**src/sv/lpct_pkg.sv**
```systemverilog
// ----------------------------------------------------------------------------
// lpct_pkg
// Shared types and constants for the linear probing count table.
// ----------------------------------------------------------------------------
`timescale 1ns / 1ps
`default_nettype none

package lpct_pkg;

    localparam int unsigned KEY_W     = 64;
    localparam int unsigned HASH_W    = 64;
    localparam int unsigned COUNT_W   = 16;
    localparam int unsigned SLOT_W    = 10;
    localparam int unsigned S_TDATA_W = KEY_W + HASH_W;
    localparam int unsigned M_TDATA_W = 32;
    localparam int unsigned M_TUSER_W = 2;

    localparam logic [KEY_W-1:0]   MARKER_RESET = 64'h3F3F_3F3F_3F3F_3F3F;
    localparam logic [COUNT_W-1:0] COUNT_MAX    = 16'hFFFF;
    localparam logic [COUNT_W-1:0] COUNT_ONE    = 16'd1;

    localparam logic ACTION_INCR  = 1'b0;
    localparam logic ACTION_CLEAR = 1'b1;

    localparam logic STATUS_OK   = 1'b0;
    localparam logic STATUS_FULL = 1'b1;

    localparam int unsigned MOD_STEP   = 8;
    localparam int unsigned MOD_CYCLES = HASH_W / MOD_STEP;
    localparam int unsigned MOD_CNT_W  = $clog2(MOD_CYCLES + 3);
    localparam logic [MOD_CNT_W-1:0] MOD_MUL  = MOD_CNT_W'(MOD_CYCLES);
    localparam logic [MOD_CNT_W-1:0] MOD_SUB  = MOD_CNT_W'(MOD_CYCLES + 1);
    localparam logic [MOD_CNT_W-1:0] MOD_LAST = MOD_CNT_W'(MOD_CYCLES + 2);

    typedef struct packed {
        logic load_item;
        logic mod_start;
        logic pos_load;
        logic probe_next;
        logic commit;
        logic set_full;
        logic sweep;
        logic fill_const;
        logic res_clear;
        logic out_load;
    } lpct_cmd_t;

    typedef struct packed {
        logic mod_done;
        logic is_empty;
        logic is_match;
        logic last_probe;
        logic pos_last;
        logic out_free;
    } lpct_sts_t;

endpackage

`default_nettype wire

```
**src/sv/lpct_ctrl.sv**
```systemverilog
// ----------------------------------------------------------------------------
// lpct_ctrl
// Controller: reset sweep, item intake, hash reduction wait, probe loop,
// clear sweep and result hand-off.
// ----------------------------------------------------------------------------
`timescale 1ns / 1ps
`default_nettype none

module lpct_ctrl
    import lpct_pkg::*;
(
    input  wire logic      aclk,
    input  wire logic      aresetn,
    input  wire logic      s_tvalid,
    output logic           s_tready,
    input  wire logic      s_tuser,
    input  wire lpct_sts_t sts_i,
    output lpct_cmd_t      cmd_o
);

    localparam logic [2:0] ST_INIT  = 3'd0;
    localparam logic [2:0] ST_IDLE  = 3'd1;
    localparam logic [2:0] ST_CLEAR = 3'd2;
    localparam logic [2:0] ST_MOD   = 3'd3;
    localparam logic [2:0] ST_CHECK = 3'd4;
    localparam logic [2:0] ST_OUT   = 3'd5;

    logic [2:0] state_reg;
    logic [2:0] state_next;
    logic       accept;

    assign s_tready = (state_reg == ST_IDLE);
    assign accept   = s_tvalid && s_tready;

    always_comb begin
        state_next = state_reg;
        cmd_o      = '0;
        unique case (state_reg)
            ST_INIT: begin
                cmd_o.sweep      = 1'b1;
                cmd_o.fill_const = 1'b1;
                if (sts_i.pos_last) begin
                    state_next = ST_IDLE;
                end
            end
            ST_IDLE: begin
                if (accept) begin
                    cmd_o.load_item = 1'b1;
                    if (s_tuser == ACTION_CLEAR) begin
                        state_next = ST_CLEAR;
                    end else begin
                        cmd_o.mod_start = 1'b1;
                        state_next      = ST_MOD;
                    end
                end
            end
            ST_CLEAR: begin
                cmd_o.sweep = 1'b1;
                if (sts_i.pos_last) begin
                    cmd_o.res_clear = 1'b1;
                    state_next      = ST_OUT;
                end
            end
            ST_MOD: begin
                if (sts_i.mod_done) begin
                    cmd_o.pos_load = 1'b1;
                    state_next     = ST_CHECK;
                end
            end
            ST_CHECK: begin
                if (sts_i.is_empty || sts_i.is_match) begin
                    cmd_o.commit = 1'b1;
                    state_next   = ST_OUT;
                end else if (sts_i.last_probe) begin
                    cmd_o.set_full = 1'b1;
                    state_next     = ST_OUT;
                end else begin
                    cmd_o.probe_next = 1'b1;
                end
            end
            ST_OUT: begin
                if (sts_i.out_free) begin
                    cmd_o.out_load = 1'b1;
                    state_next     = ST_IDLE;
                end
            end
            default: begin
                state_next = ST_INIT;
            end
        endcase
    end

    always_ff @(posedge aclk) begin
        if (!aresetn) begin
            state_reg <= ST_INIT;
        end else begin
            state_reg <= state_next;
        end
    end

    a_mod_done_in_mod: assert property (@(posedge aclk) disable iff (!aresetn)
        sts_i.mod_done |-> (state_reg == ST_MOD))
        else $error("hash reduction finished outside its wait state");

    a_incr_starts_mod: assert property (@(posedge aclk) disable iff (!aresetn)
        (accept && s_tuser == ACTION_INCR) |=> (state_reg == ST_MOD))
        else $error("increment item did not start hash reduction");

    a_result_once: assert property (@(posedge aclk) disable iff (!aresetn)
        cmd_o.out_load |=> (state_reg == ST_IDLE && !cmd_o.out_load))
        else $error("result handed off twice");

endmodule

`default_nettype wire

```
**config.mk**
```make
export PLATFORM = sky130hd
export DESIGN_NAME = lpct_ctrl
export DESIGN_NICKNAME = d
export VERILOG_FILES = /design/src/sv/lpct_pkg.sv /design/src/sv/lpct_ctrl.sv
export SDC_FILE = /design/constraint.sdc
export NUM_CORES = 1
export LEC_CHECK = 0
export ABC_AREA = 0
export BUFFER_PORTS_ARGS = -buffer_cell sky130_fd_sc_hd__buf_2
export CORE_AREA = 8 8 45 47
export CTS_BUF_LIST = sky130_fd_sc_hd__clkbuf_2 sky130_fd_sc_hd__clkbuf_4 sky130_fd_sc_hd__clkbuf_8
export DETAILED_ROUTE_END_ITERATION = 6
export DIE_AREA = 0 0 53 55
export PLACE_DENSITY = 0.45
export SLEW_MARGIN = 15
export SYNTH_ARGS = -nofsm -noshare
export SYNTH_HDL_FRONTEND = slang
export SYNTH_SLANG_ARGS = --single-unit
```
**constraint.sdc**
```tcl
create_clock -name aclk -period 2.7 [get_ports aclk]
set_clock_uncertainty 0.05 [all_clocks]
set_input_delay 0.135 -clock aclk [delete_from_list [all_inputs] [get_ports aclk]]
set_output_delay 0.135 -clock aclk [all_outputs]
set_load 0.01 [all_outputs]
```
## Word-level counts from Yosys, hierarchy flattened

Cells that the tools add are included.

| storage, ports and cells | value |
|---|---|
| memories | 0 |
| bits in read-only memories | 0 |
| output and inout port bits | 11 |
| register bits after elaboration | 3 |
| input bits | 10 |
| latch bits | 0 |
| memory bits (writable) | 0 |

| operators by class | value |
|---|---|
| shift-type cells | 0 |
| multipliers | 0 |
| eq/ne operators | 11 |
| $add $sub $neg | 0 |
| bitwise operators | 0 |
| $lt $le $gt $ge | 0 |
| div/mod/pow operators | 0 |
| multiplexer cells | 26 |
| reduce and logical (&&, ||, !) cells | 5 |

Operators by type and width:

| cell | number |
|---|---|
| 3-bit 2-to-1 mux | 8 |
| 3-bit case mux with 6 select lines | 1 |
| 1-bit 2-to-1 mux | 15 |
| 2-bit inequality test, second input constant | 4 |
| 3-bit by 2-bit == test with 1-bit output, second input constant | 2 |
| 3-bit == test, second input constant | 2 |
| 6-bit AND reduction | 1 |
| 2-bit 2-to-1 mux | 2 |
| 3-bit by 1-bit == test with 1-bit output, second input constant | 1 |
| 3-bit logical NOT | 1 |
| 3-bit inequality test, second input constant | 1 |
| 2-bit by 1-bit inequality test with 1-bit output, second input constant | 1 |
| 2-bit OR reduction | 1 |
| 1-bit logical AND | 1 |
| 1-bit logical OR | 1 |

## Depth between registers and ports, before layout

| depth | value |
|---|---|
| word-level depth | 4 |
| mapped depth | 4 |
| mapped depth without buffers | 3 |

## Worst setup path before layout

Ideal clock, no wire load.

| timing path | value |
|---|---|
| path type | flip-flop to output port |
| start | register state_reg[0] |
| end | output cmd_o[8] in the netlist's numbering |
| arrival | 1.253 ns |
| slack | 1.262 ns |
| cell stages (with the launch flop) | 5 |
| data required time | 2.515 ns |
| path through | dfxtp_1 > buf_2 > nand2b_1 > nor3b_1 > nor2b_1 |

RTL lines:

| what | line | RTL |
|---|---|---|
| from (decl) | lpct_ctrl.sv:28 | `logic [2:0] state_reg;` |
| from (signal assigned) | lpct_ctrl.sv:97 | `state_reg <= state_next;` |
| to (decl) | lpct_ctrl.sv:18 | `output lpct_cmd_t cmd_o` |

==> flow_metrics.env <==
export IMPL_post_cts_setup_buffers=0
export IMPL_diodes=0
export IMPL_initial_core_util_pct=18.08
export IMPL_cts_hold_buf=0
export IMPL_portBuffers=20
export IMPL_holdPathEnd="state_reg[1]"
export IMPL_fillerInstances=168
export IMPL_grt_pass1_vias=302
export IMPL_rr_worst_depth=3
export IMPL_dp_cells=69
export IMPL_grt_setup_unrepaired="false"
export IMPL_ys_seq_elements=3
export IMPL_fin_ws_ns=1.070
export IMPL_routed_via_density=4.288
export IMPL_core_sq_um=1384
export IMPL_r2r_start="state_reg[2]"
export IMPL_grt_ovfl_total=0
export IMPL_clkSlewWorstSetupHoldPaths_ns=0.04
export IMPL_leakagePower_nw=0.1937
export IMPL_final_antenna_net_count=0
export IMPL_synth_avg_cell_area_sq_um=7.150
export IMPL_syn_num_nets=45
export IMPL_reg2reg_slack_ns=1.36
export IMPL_grt_pass1_wl_um=1262
export IMPL_critPathCaptureType="output pin"
export IMPL_worstPathRequired_ns=2.52
export IMPL_synth_cell_types=20
export IMPL_post_route_period_util_pct=60.38
export IMPL_holdCritPathClass="in -> reg"
export IMPL_routabilityCongestion=0.7222
export IMPL_grt_usage_pct=5.837
export IMPL_arrival_ns=1.45
export IMPL_period_needed_ns=1.630
export IMPL_crit_fanout=8
export IMPL_wirelength_um=815
export IMPL_fmax_mhz=613.4
export IMPL_synthToLayoutAreaGrowth_pct=56.00
export IMPL_htree_num_levels=1
export IMPL_yosysSeqAreaShare_pct=24.00
export IMPL_cts_resized=0
export IMPL_nNetsFinal=68
export IMPL_clock_latency_ns=0.23
export IMPL_pin_count=21
export IMPL_ctsLongestPathBuffers=2
export IMPL_area_sequential_sq_um=60.06
export IMPL_cap_violations=0
export IMPL_antenna_found_initial=0
export IMPL_r2r_end="state_reg[0]"
export IMPL_drt_pre_antenna_iters=3
export IMPL_die_w_um=53
export IMPL_largest_reg_flops=3
export IMPL_synth_warnings=0
export IMPL_fin_setup_tns_ns=0
export IMPL_root_buffer="clkbuf_4"
export IMPL_final_cells=73
export IMPL_cts_sinks=3
export IMPL_startpoint_type="flip-flop"
export IMPL_die_h_um=55
export IMPL_die_area_sq_um=2915
export IMPL_worst_pin_slew_ns=0.3569
export IMPL_rows=14
export IMPL_multi_input_area_sq_um=176.4
export IMPL_post_place_ws_ns=1.281
export IMPL_worstHoldStart="aresetn"
export IMPL_drc=0
export IMPL_max_slew_margin_pct=75.59
export IMPL_pwr_density_cell_nw_per_um2=477.8
export IMPL_tritoncts="yes"
export IMPL_crit_type="reg -> out"
export IMPL_vias=313
export IMPL_grt_start_max_net_pins=11
export IMPL_dp_final_hpwl_um=683.8
export IMPL_wl_per_cell_um=11.16
export IMPL_setup_viol=0
export IMPL_cts_buffers=3
export IMPL_drive_above_1_share_pct=45.61
export IMPL_p_total_uw=186.5
export IMPL_status="finished, final reports clean"
export IMPL_final_max_slew_viol_count=0
export IMPL_vdd_drop_max_mv=0.1748
export IMPL_hold_path_depth=2
export IMPL_syn_area_sq_um=250.2
export IMPL_first_iter_violations=2
export IMPL_finalHoldViolations=0
export IMPL_syn_inst=35
==> cell usage in the layout (no fill, tap or decap), drive strengths merged <==
cell type,netlist,final
buf,2,20
nor2,7,7
nand2,4,4
clkbuf,0,4
dfxtp,3,3
nor2b,2,2
nor3,2,2
a21oi,2,2
nand2b,1,1
nor3b,1,1
or3b,1,1
nor4,1,1
or2b,1,1
and3,1,1
nand3b,1,1
o41ai,1,1
nor4b,1,1
inv,1,1
a2111oi,1,1
o21a,1,1
o31a,1,1
==> cell usage after synthesis (all sizes together) <==
library cell / number / area share, %
and3: 1 / 2.5
or3b: 1 / 4.5
a2111oi: 1 / 3.5
nand2: 4 / 6.0
nor3b: 1 / 3.0
nor2: 7 / 11
nand3b: 1 / 3.0
nor4b: 1 / 3.5
a21oi: 2 / 4.0
o41ai: 1 / 6.5
o21a: 1 / 3.0
nor2b: 2 / 5.0
or2b: 1 / 3.0
nand2b: 1 / 2.5
nor4: 1 / 2.5
inv: 1 / 1.5
nor3: 2 / 4.0
buf: 2 / 4.0
o31a: 1 / 3.5
dfxtp: 3 / 24
==> worst max-delay path, stage by stage (launching register included) <==
cell,delay (ns)
dfxtp_1,0.43
or3b_4,0.44
nor4_1,0.18
buf_2,0.18
==> area by class of cell <==
cell class / instances / area share [%]
tap: 16 / 5.128
multi-input combinational: 29 / 45.19
clock buffer: 4 / 7.692
sequential: 3 / 15.38
timing repair buffer: 20 / 25.64
inverter: 1 / 0.9615
==> report_power, final <==
part	switching [mW]	leakage, nW	internal (mW)
Combinational	0.0229	0.151	0.0213
Sequential	0.00757	0.0246	0.0482
Clock	0.0214	0.0184	0.0653
==> metal layers <==
metal / track usage (%) / part of all wire (%) / vias up
met5: 0 / 0 / -
met4: 5.172 / 0 / 0
met3: 2.139 / 11 / 0
met2: 9.570 / 53 / 9
met1: 5.749 / 36 / 137
li1: - / - / 167
==> worst max path at each step <==
| stage | startpoint | endpoint | slack [ns] | cells after the start |
|---|---|---|---|---|
| floorplan | state_reg[0] | cmd_o[8] | 1.26 | 4 |
| global placement | state_reg[2] | cmd_o[6] | 1.32 | 3 |
| detailed placement | state_reg[0] | cmd_o[8] | 1.28 | 4 |
| CTS | state_reg[0] | cmd_o[8] | 1.03 | 4 |
| global route | state_reg[0] | cmd_o[8] | 0.91 | 4 |
| finish | state_reg[2] | cmd_o[6] | 1.07 | 3 |
==> logic make-up after synthesis <==
family                 Yosys count  share of synthesized area (%)
and+or+nand+nor                 23                          50.01
AOI/OAI and AO/OA                6                          20.50
DFF                              3                          24.00
buffers and inverters            3                          5.499
==> metrics by stage <==
stage / instance area (sq um) / hold slack [ns] / util (%)
after floorplan: 250.2 / 0.2028 / -
after global placement: 360.3 / 0.3457 / 26.04
after detailed placement: 360.3 / 0.3397 / 26.04
after CTS: 390.4 / 0.09724 / 28.21
after global routing: 390.4 / 0.1041 / 28.21
final: 390.4 / 0.1023 / 28.21
Power figures use the tool's default switching activity.
